**config.mk**
```make
export PLATFORM = sky130hd
export DESIGN_NAME = onewire_bus_master_flat
export DESIGN_NICKNAME = d
export VERILOG_FILES = /design/src/rtl/owm_pkg.sv /design/src/rtl/owm_in_if.sv /design/src/rtl/owm_out_if.sv /design/src/rtl/owm_front.sv /design/src/rtl/owm_back.sv /design/src/rtl/onewire_bus_master.sv /design/src/flat_wrapper.sv
export SDC_FILE = /design/constraint.sdc
export NUM_CORES = 1
export LEC_CHECK = 0
export BUFFER_PORTS_ARGS = -buffer_cell sky130_fd_sc_hd__buf_2
export CAP_MARGIN = 40
export CORE_ASPECT_RATIO = 1.5
export CORE_MARGIN = 4
export CORE_UTILIZATION = 49
export CTS_CLUSTER_SIZE = 12
export DETAILED_ROUTE_END_ITERATION = 6
export PLACE_DENSITY = 0.74
export SYNTH_ARGS = -nofsm -noshare
export SYNTH_HDL_FRONTEND = slang
export SYNTH_SLANG_ARGS = --single-unit
```
**constraint.sdc**
```tcl
create_clock -name clk_i -period 5.4 [get_ports clk_i]
set_input_delay 0.27 -clock clk_i [delete_from_list [all_inputs] [get_ports clk_i]]
set_output_delay 0.27 -clock clk_i [all_outputs]
set_load 0.01 [all_outputs]
```
**src/rtl/owm_pkg.sv**
```systemverilog
package owm_pkg;

  localparam int unsigned CfgW    = 10;
  localparam int unsigned CfgIdxW = 3;
  localparam int unsigned ByteW   = 8;
  localparam int unsigned BitIdxW = 4;

  // register indexes on the config port
  localparam logic [CfgIdxW-1:0] REG_RESET_LOW_TIME   = 3'd0;
  localparam logic [CfgIdxW-1:0] REG_PRESENCE_WAIT    = 3'd1;
  localparam logic [CfgIdxW-1:0] REG_RESET_RECOVERY   = 3'd2;
  localparam logic [CfgIdxW-1:0] REG_SHORT_LOW_TIME   = 3'd3;
  localparam logic [CfgIdxW-1:0] REG_LONG_LOW_TIME    = 3'd4;
  localparam logic [CfgIdxW-1:0] REG_READ_SAMPLE_WAIT = 3'd5;
  localparam logic [CfgIdxW-1:0] REG_SLOT_LENGTH      = 3'd6;

  localparam logic [CfgW-1:0] DEF_RESET_LOW_TIME   = 10'd480;
  localparam logic [CfgW-1:0] DEF_PRESENCE_WAIT    = 10'd70;
  localparam logic [CfgW-1:0] DEF_RESET_RECOVERY   = 10'd410;
  localparam logic [CfgW-1:0] DEF_SHORT_LOW_TIME   = 10'd6;
  localparam logic [CfgW-1:0] DEF_LONG_LOW_TIME    = 10'd60;
  localparam logic [CfgW-1:0] DEF_READ_SAMPLE_WAIT = 10'd9;
  localparam logic [CfgW-1:0] DEF_SLOT_LENGTH      = 10'd70;

  localparam logic [ByteW-1:0]   CrcPoly = 8'h8C;
  localparam logic [BitIdxW-1:0] BitsPerByte = 4'd8;

  typedef enum logic [2:0] {
    PH_IDLE     = 3'd0,
    PH_RST_LOW  = 3'd1,
    PH_RST_WAIT = 3'd2,
    PH_RST_REC  = 3'd3,
    PH_BIT_LOW  = 3'd4,
    PH_WR_REL   = 3'd5,
    PH_RD_WAIT  = 3'd6,
    PH_RD_REST  = 3'd7
  } phase_e;

  typedef enum logic [1:0] {
    OP_RESET = 2'd0,
    OP_WRITE = 2'd1,
    OP_READ  = 2'd2
  } op_e;

  typedef struct packed {
    logic [CfgW-1:0] reset_low_time;
    logic [CfgW-1:0] presence_wait;
    logic [CfgW-1:0] reset_recovery;
    logic [CfgW-1:0] short_low_time;
    logic [CfgW-1:0] long_low_time;
    logic [CfgW-1:0] read_sample_wait;
    logic [CfgW-1:0] slot_length;
  } cfg_t;

  // one classified tick as queued between front and back
  typedef struct packed {
    logic             start;
    op_e              op;
    logic [ByteW-1:0] cmd_byte;
    logic             bus_level;
  } item_t;

  // reflected CRC-8, LSB first
  function automatic logic [ByteW-1:0] crc8_byte(input logic [ByteW-1:0] crc_in,
                                                 input logic [ByteW-1:0] data);
    logic [ByteW-1:0] c;
    logic [ByteW-1:0] b;
    logic             mix;
    c = crc_in;
    b = data;
    for (int i = 0; i < 8; i++) begin
      mix = c[0] ^ b[0];
      c   = c >> 1;
      if (mix) begin
        c = c ^ CrcPoly;
      end
      b = b >> 1;
    end
    return c;
  endfunction

endpackage

```
**src/rtl/owm_in_if.sv**
```systemverilog
interface owm_in_if;
  logic       valid;
  logic       ready;
  logic       cmd_valid;
  logic [1:0] mode;
  logic [7:0] cmd_byte;
  logic       bus_level;

  modport source(output valid, cmd_valid, mode, cmd_byte, bus_level, input ready);
  modport sink(input valid, cmd_valid, mode, cmd_byte, bus_level, output ready);
endinterface

```
**src/rtl/owm_out_if.sv**
```systemverilog
interface owm_out_if;
  logic       valid;
  logic       ready;
  logic       drive_low;
  logic       busy_res;
  logic       done_res;
  logic       presence;
  logic [7:0] read_data;
  logic [7:0] crc_value;

  modport source(output valid, drive_low, busy_res, done_res, presence, read_data, crc_value,
                 input ready);
  modport sink(input valid, drive_low, busy_res, done_res, presence, read_data, crc_value,
               output ready);
endinterface

```
**src/rtl/owm_front.sv**
```systemverilog
module owm_front (
  input  logic            clk_i,
  input  logic            rst_ni,
  owm_in_if.sink          req,
  output owm_pkg::item_t  item_o,
  output logic            item_valid_o,
  input  logic            item_ready_i
);

  localparam int unsigned Depth = 2;
  localparam int unsigned PtrW  = $clog2(Depth);
  localparam int unsigned CntW  = $clog2(Depth + 1);

  owm_pkg::item_t  mem_q [Depth];
  logic [PtrW-1:0] wr_ptr_q, wr_ptr_d;
  logic [PtrW-1:0] rd_ptr_q, rd_ptr_d;
  logic [CntW-1:0] cnt_q, cnt_d;
  logic            push, pop;
  owm_pkg::item_t  cls;

  // classify: only a legal mode on a command tick may start a sequence
  always_comb begin
    cls.start     = req.cmd_valid &&
                    (req.mode == owm_pkg::OP_RESET || req.mode == owm_pkg::OP_WRITE ||
                     req.mode == owm_pkg::OP_READ);
    cls.op        = owm_pkg::op_e'(req.mode);
    cls.cmd_byte  = req.cmd_byte;
    cls.bus_level = req.bus_level;
  end

  assign req.ready    = (cnt_q != CntW'(Depth));
  assign push         = req.valid && req.ready;
  assign item_valid_o = (cnt_q != '0);
  assign pop          = item_valid_o && item_ready_i;
  assign item_o       = mem_q[rd_ptr_q];

  always_comb begin
    wr_ptr_d = push ? wr_ptr_q + 1'b1 : wr_ptr_q;
    rd_ptr_d = pop ? rd_ptr_q + 1'b1 : rd_ptr_q;
    cnt_d    = cnt_q;
    if (push && !pop) begin
      cnt_d = cnt_q + 1'b1;
    end else if (pop && !push) begin
      cnt_d = cnt_q - 1'b1;
    end
  end

  always_ff @(posedge clk_i or negedge rst_ni) begin
    if (!rst_ni) begin
      wr_ptr_q <= '0;
      rd_ptr_q <= '0;
      cnt_q    <= '0;
    end else begin
      wr_ptr_q <= wr_ptr_d;
      rd_ptr_q <= rd_ptr_d;
      cnt_q    <= cnt_d;
    end
  end

  always_ff @(posedge clk_i) begin
    if (push) begin
      mem_q[wr_ptr_q] <= cls;
    end
  end

  a_cnt_bound: assert property (@(posedge clk_i) disable iff (!rst_ni)
    cnt_q <= CntW'(Depth))
    else $error("queue count beyond depth");

  a_push_full: assert property (@(posedge clk_i) disable iff (!rst_ni)
    (cnt_q == CntW'(Depth)) && !pop |=> cnt_q == CntW'(Depth))
    else $error("queue lost an entry while full");

  a_full_stall: assert property (@(posedge clk_i) disable iff (!rst_ni)
    (cnt_q == CntW'(Depth)) |-> !req.ready)
    else $error("request accepted while queue full");

endmodule

```
**src/rtl/owm_back.sv**
```systemverilog
module owm_back #(
  parameter int unsigned TimerBits = 10
) (
  input  logic            clk_i,
  input  logic            rst_ni,
  input  owm_pkg::cfg_t   cfg_i,
  input  owm_pkg::item_t  item_i,
  input  logic            item_valid_i,
  output logic            item_ready_o,
  owm_out_if.source       rsp
);

  localparam int unsigned CfgW = owm_pkg::CfgW;
  localparam int unsigned LenW = ((TimerBits > CfgW) ? TimerBits : CfgW) + 1;
  localparam logic [LenW-1:0] TMax = LenW'((64'd1 << TimerBits) - 64'd1);

  function automatic logic [LenW-1:0] clip_len(input logic [LenW-1:0] v);
    logic [LenW-1:0] r;
    r = v;
    if (v == '0) begin
      r = LenW'(1);
    end else if (v > TMax) begin
      r = TMax;
    end
    return r;
  endfunction

  function automatic logic [LenW-1:0] slot_rest(input logic [LenW-1:0] slot,
                                                input logic [LenW-1:0] used);
    logic [LenW-1:0] r;
    r = (slot > used) ? slot - used : LenW'(1);
    return clip_len(r);
  endfunction

  owm_pkg::phase_e                 phase_q, phase_d, ph_cur;
  owm_pkg::op_e                    op_q, op_cur;
  logic [TimerBits-1:0]            timer_q, timer_d, tmr_cur, tmr_inc;
  logic [owm_pkg::BitIdxW-1:0]     bit_idx_q, bit_idx_d, bidx_cur, bidx_inc;
  logic [owm_pkg::ByteW-1:0]       shift_q, shift_d, shift_cur;
  logic [owm_pkg::ByteW-1:0]       crc_q, crc_d, crc_cur;
  logic [owm_pkg::ByteW-1:0]       last_rd_q, last_rd_d;
  logic                            pres_q, pres_d, pres_cur;

  logic                            rsp_valid_q;
  logic                            drive_q, busy_q, done_q;
  logic                            drive_d, busy_d, done_d;

  logic                            out_free, pop, start, expire, last_bit;
  logic [LenW-1:0]                 len_short, len_read, low_len, phase_len;

  assign out_free     = !rsp_valid_q || rsp.ready;
  assign pop          = item_valid_i && out_free;
  assign item_ready_o = out_free;

  // a command is taken only from idle; it starts its first phase on this tick
  assign start     = (phase_q == owm_pkg::PH_IDLE) && item_i.start;
  assign ph_cur    = !start ? phase_q :
                     (item_i.op == owm_pkg::OP_RESET) ? owm_pkg::PH_RST_LOW :
                                                         owm_pkg::PH_BIT_LOW;
  assign op_cur    = start ? item_i.op : op_q;
  assign tmr_cur   = start ? '0 : timer_q;
  assign tmr_inc   = tmr_cur + 1'b1;
  assign bidx_cur  = start ? '0 : bit_idx_q;
  assign bidx_inc  = bidx_cur + 1'b1;
  assign shift_cur = !start ? shift_q :
                     (item_i.op == owm_pkg::OP_WRITE) ? item_i.cmd_byte : '0;
  assign crc_cur   = (start && item_i.op == owm_pkg::OP_RESET) ? '0 : crc_q;
  assign pres_cur  = (start && item_i.op == owm_pkg::OP_RESET) ? 1'b0 : pres_q;

  assign len_short = clip_len(LenW'(cfg_i.short_low_time));
  assign len_read  = clip_len(LenW'(cfg_i.read_sample_wait));
  assign low_len   = (op_cur == owm_pkg::OP_WRITE && !shift_cur[0]) ?
                     clip_len(LenW'(cfg_i.long_low_time)) : len_short;

  always_comb begin
    case (ph_cur)
      owm_pkg::PH_RST_LOW:  phase_len = clip_len(LenW'(cfg_i.reset_low_time));
      owm_pkg::PH_RST_WAIT: phase_len = clip_len(LenW'(cfg_i.presence_wait));
      owm_pkg::PH_RST_REC:  phase_len = clip_len(LenW'(cfg_i.reset_recovery));
      owm_pkg::PH_BIT_LOW:  phase_len = low_len;
      owm_pkg::PH_WR_REL:   phase_len = slot_rest(LenW'(cfg_i.slot_length), low_len);
      owm_pkg::PH_RD_WAIT:  phase_len = len_read;
      default:              phase_len = slot_rest(LenW'(cfg_i.slot_length),
                                                  len_short + len_read);
    endcase
  end

  assign expire   = (ph_cur != owm_pkg::PH_IDLE) && (LenW'(tmr_inc) >= phase_len);
  assign last_bit = (bidx_inc >= owm_pkg::BitsPerByte);

  // next phase
  always_comb begin
    phase_d = ph_cur;
    if (expire) begin
      case (ph_cur)
        owm_pkg::PH_RST_LOW:  phase_d = owm_pkg::PH_RST_WAIT;
        owm_pkg::PH_RST_WAIT: phase_d = owm_pkg::PH_RST_REC;
        owm_pkg::PH_RST_REC:  phase_d = owm_pkg::PH_IDLE;
        owm_pkg::PH_BIT_LOW:  phase_d = (op_cur == owm_pkg::OP_WRITE) ?
                                        owm_pkg::PH_WR_REL : owm_pkg::PH_RD_WAIT;
        owm_pkg::PH_RD_WAIT:  phase_d = owm_pkg::PH_RD_REST;
        owm_pkg::PH_WR_REL,
        owm_pkg::PH_RD_REST:  phase_d = last_bit ? owm_pkg::PH_IDLE : owm_pkg::PH_BIT_LOW;
        default:              phase_d = owm_pkg::PH_IDLE;
      endcase
    end
  end

  // datapath and tick outputs
  always_comb begin
    timer_d   = tmr_cur;
    bit_idx_d = bidx_cur;
    shift_d   = shift_cur;
    crc_d     = crc_cur;
    pres_d    = pres_cur;
    last_rd_d = last_rd_q;
    busy_d    = (ph_cur != owm_pkg::PH_IDLE);
    drive_d   = (ph_cur == owm_pkg::PH_RST_LOW) || (ph_cur == owm_pkg::PH_BIT_LOW);
    done_d    = 1'b0;
    if (ph_cur != owm_pkg::PH_IDLE) begin
      timer_d = expire ? '0 : tmr_inc;
    end
    if (expire) begin
      case (ph_cur)
        owm_pkg::PH_RST_WAIT: pres_d = !item_i.bus_level;
        owm_pkg::PH_RST_REC:  done_d = 1'b1;
        owm_pkg::PH_RD_WAIT:  shift_d = {item_i.bus_level, shift_cur[owm_pkg::ByteW-1:1]};
        owm_pkg::PH_WR_REL,
        owm_pkg::PH_RD_REST: begin
          if (op_cur == owm_pkg::OP_WRITE) begin
            shift_d = shift_cur >> 1;
          end
          bit_idx_d = bidx_inc;
          if (last_bit) begin
            done_d = 1'b1;
            if (op_cur == owm_pkg::OP_READ) begin
              last_rd_d = shift_cur;
              crc_d     = owm_pkg::crc8_byte(crc_cur, shift_cur);
            end
          end
        end
        default: ;
      endcase
    end
  end

  always_ff @(posedge clk_i or negedge rst_ni) begin
    if (!rst_ni) begin
      phase_q   <= owm_pkg::PH_IDLE;
      op_q      <= owm_pkg::OP_RESET;
      timer_q   <= '0;
      bit_idx_q <= '0;
      shift_q   <= '0;
      crc_q     <= '0;
      pres_q    <= 1'b0;
      last_rd_q <= '0;
    end else if (pop) begin
      phase_q   <= phase_d;
      op_q      <= op_cur;
      timer_q   <= timer_d;
      bit_idx_q <= bit_idx_d;
      shift_q   <= shift_d;
      crc_q     <= crc_d;
      pres_q    <= pres_d;
      last_rd_q <= last_rd_d;
    end
  end

  always_ff @(posedge clk_i or negedge rst_ni) begin
    if (!rst_ni) begin
      rsp_valid_q <= 1'b0;
    end else if (pop) begin
      rsp_valid_q <= 1'b1;
    end else if (rsp.ready) begin
      rsp_valid_q <= 1'b0;
    end
  end

  always_ff @(posedge clk_i) begin
    if (pop) begin
      drive_q <= drive_d;
      busy_q  <= busy_d;
      done_q  <= done_d;
    end
  end

  assign rsp.valid     = rsp_valid_q;
  assign rsp.drive_low = drive_q;
  assign rsp.busy_res  = busy_q;
  assign rsp.done_res  = done_q;
  assign rsp.presence  = pres_q;
  assign rsp.read_data = last_rd_q;
  assign rsp.crc_value = crc_q;

  a_done_ends: assert property (@(posedge clk_i) disable iff (!rst_ni)
    pop && (ph_cur != owm_pkg::PH_IDLE) && (phase_d == owm_pkg::PH_IDLE) |-> done_d)
    else $error("sequence ended without done");

  a_crc_clear: assert property (@(posedge clk_i) disable iff (!rst_ni)
    pop && start && (item_i.op == owm_pkg::OP_RESET) |=> (crc_q == '0) && !pres_q)
    else $error("reset command did not clear crc and presence");

  a_bit_idx: assert property (@(posedge clk_i) disable iff (!rst_ni)
    bit_idx_q <= owm_pkg::BitsPerByte)
    else $error("bit index ran past a byte");

  a_timer: assert property (@(posedge clk_i) disable iff (!rst_ni)
    (phase_q == owm_pkg::PH_IDLE) && !item_i.start && pop |=> $stable(timer_q))
    else $error("timer moved while idle");

endmodule

```
**src/rtl/onewire_bus_master.sv**
```systemverilog
// 1-Wire bus master. Each request on req_i is one timing tick (typically 1 us) carrying an
// optional command (reset, write byte, read byte), the byte to write and the sampled line
// level; each request yields exactly one response on rsp_o with the open-drain drive for
// that tick, busy/done flags, the last presence result, the last byte read and the running
// CRC-8 (reflected 0x8C) over bytes read since the last reset command. A valid frame read
// through its CRC byte leaves crc_value at zero. Commands arriving while a sequence runs
// are ignored. One tick is taken per clock cycle while rsp_o.ready is held high; a response
// passes through the two-entry input queue and then the sequencer step that loads the output
// register. Timing registers are written through cfg_* and apply from the next tick on, also
// in the middle of a command; change them only while no request is queued or waiting for
// its response.
module onewire_bus_master #(
  parameter int unsigned TimerBits = 10
) (
  input  logic                        clk_i,
  input  logic                        rst_ni,
  input  logic                        cfg_we_i,
  input  logic [owm_pkg::CfgIdxW-1:0] cfg_idx_i,
  input  logic [owm_pkg::CfgW-1:0]    cfg_data_i,
  owm_in_if.sink                      req_i,
  owm_out_if.source                   rsp_o
);

  owm_pkg::cfg_t  cfg_q, cfg_d;
  owm_pkg::item_t item;
  logic           item_valid, item_ready;

  always_comb begin
    cfg_d = cfg_q;
    if (cfg_we_i) begin
      case (cfg_idx_i)
        owm_pkg::REG_RESET_LOW_TIME:   cfg_d.reset_low_time   = cfg_data_i;
        owm_pkg::REG_PRESENCE_WAIT:    cfg_d.presence_wait    = cfg_data_i;
        owm_pkg::REG_RESET_RECOVERY:   cfg_d.reset_recovery   = cfg_data_i;
        owm_pkg::REG_SHORT_LOW_TIME:   cfg_d.short_low_time   = cfg_data_i;
        owm_pkg::REG_LONG_LOW_TIME:    cfg_d.long_low_time    = cfg_data_i;
        owm_pkg::REG_READ_SAMPLE_WAIT: cfg_d.read_sample_wait = cfg_data_i;
        owm_pkg::REG_SLOT_LENGTH:      cfg_d.slot_length      = cfg_data_i;
        default: ;
      endcase
    end
  end

  always_ff @(posedge clk_i or negedge rst_ni) begin
    if (!rst_ni) begin
      cfg_q.reset_low_time   <= owm_pkg::DEF_RESET_LOW_TIME;
      cfg_q.presence_wait    <= owm_pkg::DEF_PRESENCE_WAIT;
      cfg_q.reset_recovery   <= owm_pkg::DEF_RESET_RECOVERY;
      cfg_q.short_low_time   <= owm_pkg::DEF_SHORT_LOW_TIME;
      cfg_q.long_low_time    <= owm_pkg::DEF_LONG_LOW_TIME;
      cfg_q.read_sample_wait <= owm_pkg::DEF_READ_SAMPLE_WAIT;
      cfg_q.slot_length      <= owm_pkg::DEF_SLOT_LENGTH;
    end else begin
      cfg_q <= cfg_d;
    end
  end

  owm_front u_front (
    .clk_i        (clk_i),
    .rst_ni       (rst_ni),
    .req          (req_i),
    .item_o       (item),
    .item_valid_o (item_valid),
    .item_ready_i (item_ready)
  );

  owm_back #(
    .TimerBits (TimerBits)
  ) u_back (
    .clk_i        (clk_i),
    .rst_ni       (rst_ni),
    .cfg_i        (cfg_q),
    .item_i       (item),
    .item_valid_i (item_valid),
    .item_ready_o (item_ready),
    .rsp          (rsp_o)
  );

endmodule
```
**src/flat_wrapper.sv**
```systemverilog
// flat-port wrapper written by rule: the top's interface ports become plain ports
module onewire_bus_master_flat 
#(
  parameter int unsigned TimerBits = 10
)
  (clk_i, rst_ni, cfg_we_i, cfg_idx_i, cfg_data_i, req_i_valid, req_i_cmd_valid, req_i_mode, req_i_cmd_byte, req_i_bus_level, req_i_ready, rsp_o_valid, rsp_o_drive_low, rsp_o_busy_res, rsp_o_done_res, rsp_o_presence, rsp_o_read_data, rsp_o_crc_value, rsp_o_ready);
  owm_in_if req_i_i ();
  owm_out_if rsp_o_i ();
  input  logic clk_i;
  input  logic rst_ni;
  input  logic cfg_we_i;
  input  logic [owm_pkg::CfgIdxW-1:0] cfg_idx_i;
  input  logic [owm_pkg::CfgW-1:0] cfg_data_i;
  input wire logic [$bits(req_i_i.valid)-1:0] req_i_valid;
  input wire logic [$bits(req_i_i.cmd_valid)-1:0] req_i_cmd_valid;
  input wire logic [$bits(req_i_i.mode)-1:0] req_i_mode;
  input wire logic [$bits(req_i_i.cmd_byte)-1:0] req_i_cmd_byte;
  input wire logic [$bits(req_i_i.bus_level)-1:0] req_i_bus_level;
  output wire logic [$bits(req_i_i.ready)-1:0] req_i_ready;
  output wire logic [$bits(rsp_o_i.valid)-1:0] rsp_o_valid;
  output wire logic [$bits(rsp_o_i.drive_low)-1:0] rsp_o_drive_low;
  output wire logic [$bits(rsp_o_i.busy_res)-1:0] rsp_o_busy_res;
  output wire logic [$bits(rsp_o_i.done_res)-1:0] rsp_o_done_res;
  output wire logic [$bits(rsp_o_i.presence)-1:0] rsp_o_presence;
  output wire logic [$bits(rsp_o_i.read_data)-1:0] rsp_o_read_data;
  output wire logic [$bits(rsp_o_i.crc_value)-1:0] rsp_o_crc_value;
  input wire logic [$bits(rsp_o_i.ready)-1:0] rsp_o_ready;
  assign req_i_i.valid = req_i_valid;
  assign req_i_i.cmd_valid = req_i_cmd_valid;
  assign req_i_i.mode = req_i_mode;
  assign req_i_i.cmd_byte = req_i_cmd_byte;
  assign req_i_i.bus_level = req_i_bus_level;
  assign req_i_ready = req_i_i.ready;
  assign rsp_o_valid = rsp_o_i.valid;
  assign rsp_o_drive_low = rsp_o_i.drive_low;
  assign rsp_o_busy_res = rsp_o_i.busy_res;
  assign rsp_o_done_res = rsp_o_i.done_res;
  assign rsp_o_presence = rsp_o_i.presence;
  assign rsp_o_read_data = rsp_o_i.read_data;
  assign rsp_o_crc_value = rsp_o_i.crc_value;
  assign rsp_o_i.ready = rsp_o_ready;
  onewire_bus_master #(.TimerBits(TimerBits)) u_core (.clk_i(clk_i), .rst_ni(rst_ni), .cfg_we_i(cfg_we_i), .cfg_idx_i(cfg_idx_i), .cfg_data_i(cfg_data_i), .req_i(req_i_i), .rsp_o(rsp_o_i));
endmodule
```
==> Yosys cells after proc, flatten, opt, wreduce, memory -nomap -nowiden <==
Memories as Yosys holds them, arrays and structs flattened.
Cells that the tools add are included.
W data, S select, Z words.
{ "classes": {"n_bitwise": 16, "reduce_logical": 43, "n_mux": 84, "eq_ne": 19, "n_addsub": 9, "order_cmp": 6} }
{ "op_table": {"columns": ["operator", "n"], "rows": [
  ["$mux W8", 45],
  ["$mux W10", 9],
  ["$mux W11", 7],
  ["$pmux W11 S6", 1],
  ["$logic_not A10 Y1", 6],
  ["$not A2 Y3", 8],
  ["$gt A10 B11 Y1", 2],
  ["$gt A11 B10 Y1 const B", 2],
  ["$logic_not A11 Y1", 2],
  ["$sub A10 B11 Y11", 2],
  ["$eq A3 B3 Y1 const B", 7],
  ["$pmux W8 S2", 1],
  ["$pmux W3 S5", 1],
  ["$reduce_and A2 Y1", 7],
  ["$eq A3 B2 Y1 const B", 4],
  ["$mux W3", 4],
  ["$mux W4", 3],
  ["$add A11 B11 Y11", 1],
  ["$ge A10 B11 Y1", 1],
  ["$add A10 B1 Y10 const B", 1],
  ["$logic_and A1 B1 Y1", 9],
  ["$mux W1", 8],
  ["$mux W2", 4],
  ["$xor A1 B1 Y1", 8],
  ["other kinds (18)", 34]
]} }
{ "totals": {"mem_bits_rw": 24, "regBits": 122, "memories": 1} }
{ "mem_list": {"columns": ["name", "words", "width", "rd", "rd_ports_with_merged_regs", "write_ports", "line", "rtl"], "rows": [
  ["u_core.u_front.mem_q", 2, 12, 1, 0, 1, "owm_front.sv:14", "owm_pkg::item_t mem_q [Depth];"]
]} }

==> Logic depth before layout (Yosys ltp) <==
An unclocked memory read counts as a cell.
{ "depth": {"ltp_word": 58, "ltp_mapped": 28, "mapped_depth_nobuf": 27} }

==> Cells and area by module <==
Synthesis repeated with hierarchy kept, for this count alone.
{ "hier_totals": {"hier_cells": 843, "area_unflattened_um2": 9021.2} }
{ "by_module_without_submodules": {"columns": ["module", "seq_area_each_um2", "cells_per_inst", "area_per_inst_um2", "n_inst"], "rows": [
  ["owm_back", 1216.2, 633, 5118.7, 1],
  ["onewire_bus_master", 1780.5, 154, 2816.5, 1],
  ["owm_front", 820.8, 56, 1086.0, 1]
]} }

==> Worst setup path after synthesis <==
No wires, ideal clock.
{ "synth_path": {"path_kind": "register to register", "startpoint": "register u_core.cfg_q[31] (netlist bit)", "endpoint": "register u_core.u_back.crc_q, in the netlist u_core.u_back.rsp.crc_value[0]", "setup_slack_ns": -0.458, "stages_incl_launch_ff": 27, "n_path_buf": 0, "required_time_ns": 5.322, "arrival_time_ns": 5.780, "period_less_slack_ns": 5.858, "cell_sequence": "dfstp_2 > nor3_1 > a31o_2 > ha_1 > fa_1 > a21o_1 > a21oi_1 > nand2b_1 > a21oi_1 > a21oi_1 > xor2_1 > ha_1 > o21a_1 > o22ai_1 > or3_1 > nor4_1 > and3_1 > a22oi_1 > ha_1 > nand2b_1 > a21o_1 > a21oi_1 > o21ai_0 > a311o_1 > nand3_1 > a21boi_1 > o2bb2ai_1"} }
{ "synth_between": {"elab_chain_len": 12, "word_cells_on_any_way": 22, "cone_classes": "add/sub: 3; order compare: 5; mux: 10; reduce/logical: 4"} }
{ "synth_rtl": {"columns": ["element", "line", "rtl"], "rows": [
  ["from (decl)", "onewire_bus_master.sv:24", "owm_pkg::cfg_t cfg_q, cfg_d;"],
  ["from (signal assigned)", "onewire_bus_master.sv:54", "cfg_q <= cfg_d;"],
  ["$logic_not A10 Y1", "owm_back.sv:20", "if (v == '0) begin"],
  ["$mux W10 *", "owm_back.sv:20", null],
  ["$add A11 B11 Y11 or $mux W11 (tied branches)", "owm_back.sv:84, owm_back.sv:72", null],
  ["$sub A10 B11 Y11 or $gt A10 B11 Y1 (tied branches)", "owm_back.sv:31", "r = (slot > used) ? slot - used : LenW'(1);"],
  ["$mux W11", "owm_back.sv:31", null],
  ["$gt A11 B10 Y1", "owm_back.sv:22", "end else if (v > TMax) begin"],
  ["$mux W11", "owm_back.sv:22", null],
  ["$mux W11", "owm_back.sv:20", null],
  ["$pmux W11 S6 *", "owm_back.sv:76", "case (ph_cur)"],
  ["$ge A10 B11 Y1 *", "owm_back.sv:88", "assign expire = (ph_cur != owm_pkg::PH_IDLE) && (LenW'(tmr_inc) >= phase_len);"],
  ["$logic_and A1 B1 Y1 *", "owm_back.sv:88", null],
  ["$mux W8 *", "owm_back.sv:123", "if (expire) begin"],
  ["to (signal assigned)", "owm_back.sv:163", "crc_q <= crc_d;"],
  ["to (decl)", "owm_back.sv:40", "logic [owm_pkg::ByteW-1:0] crc_q, crc_d, crc_cur;"]
]} }
Mark *: on every way between the ends. The rest lies on a longest branch, timed or not.
A chain may end at the register's enable or synchronous reset.

==> Worst setup path after layout <==
{ "layout_path": {"startpoint": "register u_core.cfg_q[31] (netlist bit)", "endpoint": "register u_core.u_back.crc_q, in the netlist u_core.u_back.rsp.crc_value[7]"} }
The elaborated chain is that of the path after synthesis.

==> metrics.md <==
| Metric | Value |
|---|---|
| Layout Nets | `1,153` |
| Main flop type after synthesis | `dfrtp_1` |
| Crit-path slowest cell | `dfstp_2` |
| Final hold viol count | `0` |
| # rows | `61` |
| Pleak | `5.05 nW` |
| Initial Util | `49.7%` |
| Peak VDD IR | `381 uV` |
| Starting DRT DRC Count | `617` |
| Die H | `roughly 180 um` |
| Dpl ws | `-0.478 ns` |
| Crit path buffers/inverters | `2` |
| Reg2Reg Setup Slack | `-0.21 ns` |
| Seq/Total Area, Yosys | `41.4%` |
| Syn Area/Cell | `10.1 um^2` |
| Placed insts | `approximately 1,300` |
| Max Slew Vio Count | `0` |
| CP delay by family, top | `compound AO/OA/AOI/OAI gates` |
| Kind of critical path | `reg -> reg` |
| Worst slew margin | `45.9%` |
| CTS Buf Count | `17` |
| Outcome | `finished, violations left` |
| Most area-hungry cell type in the Yosys netlist | `dfrtp_1` |
| First-pass iteration count of the detailed router | `5` |
| Async SR Flop Fraction | `approximately four fifths` |
| Antenna violations before repair | `0` |
| Final period util | `104%` |
| Commonest non-fill, non-tap cell in the layout | `buf_4` |
| Clock Tree Buf Depth | `2` |
| Vias per inst | `between 5 and 6` |
| Fraction of layout cells with a size suffix above 1 | `38.2%` |
| Average wire per standard cell | `~20 um` |
| CTS sink cnt | `146` |
| Number of max-cap violations | `0` |
| DP Wirelength | `19,500 um` |
| Hold path start | `req_i_cmd_byte[5]` |
| Required time of the critical path | `roughly 5.8 ns` |
| CTS H-tree lvls | `4` |
| TritonCTS clock tree | `yes` |
| Worst Hold Path Cells | `1` |
| Worst-Margin Slew | `0.803 ns` |
| CP Capture Type | `register` |
| Synth Register Bits | `146` |
| Vias in the first global route | `8,135` |
| RSZ-0062 raised after global routing | `true` |
| Hold Path Class | `in -> reg` |
| Placer Congestion | `0.967` |
| Largest fanout on the critical path | `8` |
| # port buffers | `51` |
| Clock Latency Late Sink | `0.43 ns` |
| FF-to-FF path depth | `28` |
| Post-route ant nets | `0` |
| DRC viols | `0` |
| Final non-filler cell total | `1,342` |
| Total gr overflow | `0` |
| Antenna diodes | `0` |
| I/O pin total | `between 50 and 60` |
| CP startpoint kind | `register` |
| Final WL | `about 27,000 um` |
| Root buffer cell | `clkbuf_16` |
| Area Growth Syn to Fin | `27.2%` |
| GR Util All Layers | `25.3%` |
| Number of distinct library cells after synthesis | `76` |
| FMAX | `178 MHz` |
| Number of synthesized flops with an enable pin | `27` |
| Cell count after synthesis | `913` |
| RR Endpoint | `u_core.u_back.rsp.crc_value[7]$_DFFE_PN0P_` |
| Yosys warnings | `0` |
| Crit path arrival time | `5.96 ns` |
| Cell area after synthesis | `9210 um^2` |
| Largest stage delay, worst path | `~0.54 ns` |
| Pwr dens | `~670 nW/um^2` |
| Die Area | `21,100 um^2` |
| Setup ws final | `-0.208 ns` |
| Min Tclk post-route | `5.61 ns` |
| Final setup violation count | `43` |
| Die X | `about 120 um` |
| Largest net degree at the start of global routing | `51` |
| Commonest non-fill, non-tap cells in the layout | `135 x buf_4, 96 x dfrtp_1, 78 x nand2_1, 77 x mux2_2, 50 x buf_2` |
| Worst-path clk slew | `0.07 ns` |
| Top-area cell type share of the netlist area | `between 20% and 30%` |
| Final instance area | `11,700 um^2` |
| Core area | `18,500 um^2` |
| Global-route wire length before repair | `42,000 um` |
| Synth area leaders | `dfrtp_1 26%, mux2_2 9.4%, edfxtp_1 8.8%` |
| Post-synth net total | `989` |
| Worst R2R Start | `u_core.cfg_q[31]$_DFFE_PN1P_` |
| Post-DP Area | `10,700 um^2` |
| Final Skew | `0.00712 ns` |
| Hold path endpoint | `u_core.u_front.mem_q[1][6]$_DFFE_PP_` |
| Failing checks | `setup timing` |
| Via count | `7,949` |
repair_timing:
| action | in CTS | in global routing |
|---|---|---|
| endpoints found under the setup margin | 43 | 43 |
| buffers inserted | 6 | 3 |
| endpoints found under the hold margin | 29 | 0 |
| hold buffers | 1 | 0 |
| pin swaps | 35 | 32 |
| gates resized for setup | 55 | 34 |
routing by layer:
layer	wire (um)	GRT usage, %	share of wire, %	vias up
met1	10100	29.3	38	3880
li1	-	-	-	3691
met2	13800	45.0	52	283
met3	1240	3.81	4.7	95
met5	0	0	0	-
met4	1430	13.3	5.4	0
state kept, by name, summed over array words and instances, names as in the netlist, 3 cells and up:
signal / cells
u_core.cfg_q: 70
u_core.u_back.bit_idx_q: 4
u_core.u_back.phase_q: 3
u_core.u_back.rsp.crc_value: 8
u_core.u_back.rsp.read_data: 8
u_core.u_back.shift_q: 8
u_core.u_back.timer_q: 10
u_core.u_front.mem_q: 24
cell usage after synthesis (all sizes together), types with 8 or more instances:
library cell and count:
nand2 80, o2bb2ai 8, nand4 9, nand3 16, xnor2 35, mux2i 27
ha 43, dfrtp 96, nor3 18, buf 12, a211oi 9, o21a 10
nand2b 15, dfstp 23, edfxtp 27, nor2 50, clkbuf 41, nor2b 11
nor4 15, inv 32, a21oi 56, o21ai 52, o221ai 13, a21o 14
mux2 78, xor2 14, a22o 9
final cells by class:
class	count	area [um^2]
Sequential cell	146	3820
Timing Repair Buffer	198	1420
Fill cell	1472	6830
Clock buffer	21	472
Clock inverter	11	90.1
Inverter	34	128
Multi-Input combinational cell	680	5480
Tap cell	252	315
worst max path at each step:
| stage | start | end | slack [ns] | cells past startpoint |
|---|---|---|---|---|
| final | u_core.cfg_q[31]$_DFFE_PN1P_ | u_core.u_back.rsp.crc_value[7]$_DFFE_PN0P_ | -0.21 | 28 |
| after global placement | u_core.cfg_q[31]$_DFFE_PN1P_ | u_core.u_back.timer_q[6]$_DFFE_PN0P_ | -0.42 | 27 |
| after floorplan | u_core.u_back.phase_q[2]$_DFFE_PN0P_ | u_core.u_back.rsp.done_res$_SDFFCE_PP0P_ | 0.009 | 27 |
| after global routing | u_core.cfg_q[31]$_DFFE_PN1P_ | u_core.u_back.phase_q[1]$_DFFE_PN0P_ | -0.49 | 28 |
| after detailed placement | u_core.cfg_q[31]$_DFFE_PN1P_ | u_core.u_back.timer_q[6]$_DFFE_PN0P_ | -0.48 | 27 |
| after CTS | u_core.cfg_q[31]$_DFFE_PN1P_ | u_core.u_back.timer_q[3]$_DFFE_PN0P_ | -0.20 | 27 |
per-stage QoR:
step | power, mW | utilization (%) | hold slack, ns | setup TNS [ns]
2_1_floorplan | 4.55 | - | -0.0256 | 0
3_5_place_dp | 6.18 | 57.7 | 0.260 | -16.43
4_1_cts | 7.65 | 62.3 | 0.0273 | -5.48
6_report | 7.90 | 63.2 | 0.0334 | -5.63
5_1_grt | 8.42 | 63.2 | 0.0267 | -18.09
3_3_place_gp | 6.10 | 57.5 | 0.460 | -14.21
where the power goes:
part           total (mW)  leakage [nW]  internal (mW)  switching (mW)
combinational        5.09          3.07           2.43            2.66
clock                1.14         0.283          0.640           0.505
sequential           1.67          1.70           1.44           0.223
total                7.90          5.05           4.51            3.39
kinds of logic (layout without fill, tap and decap cells):
kind of cell	Yosys count	count (layout)	synth area share [%]
DFF	146	146	41.4
and+or+nand+nor	250	250	13.8
buffers and inverters	87	264	3.79
muxes	105	105	12.7
xor gates and xnor gates	50	50	5.20
adders and majority gates	46	46	6.49
AOI/OAI and AO/OA	229	229	16.6
Note: power is estimated with default switching activity, not from simulation.
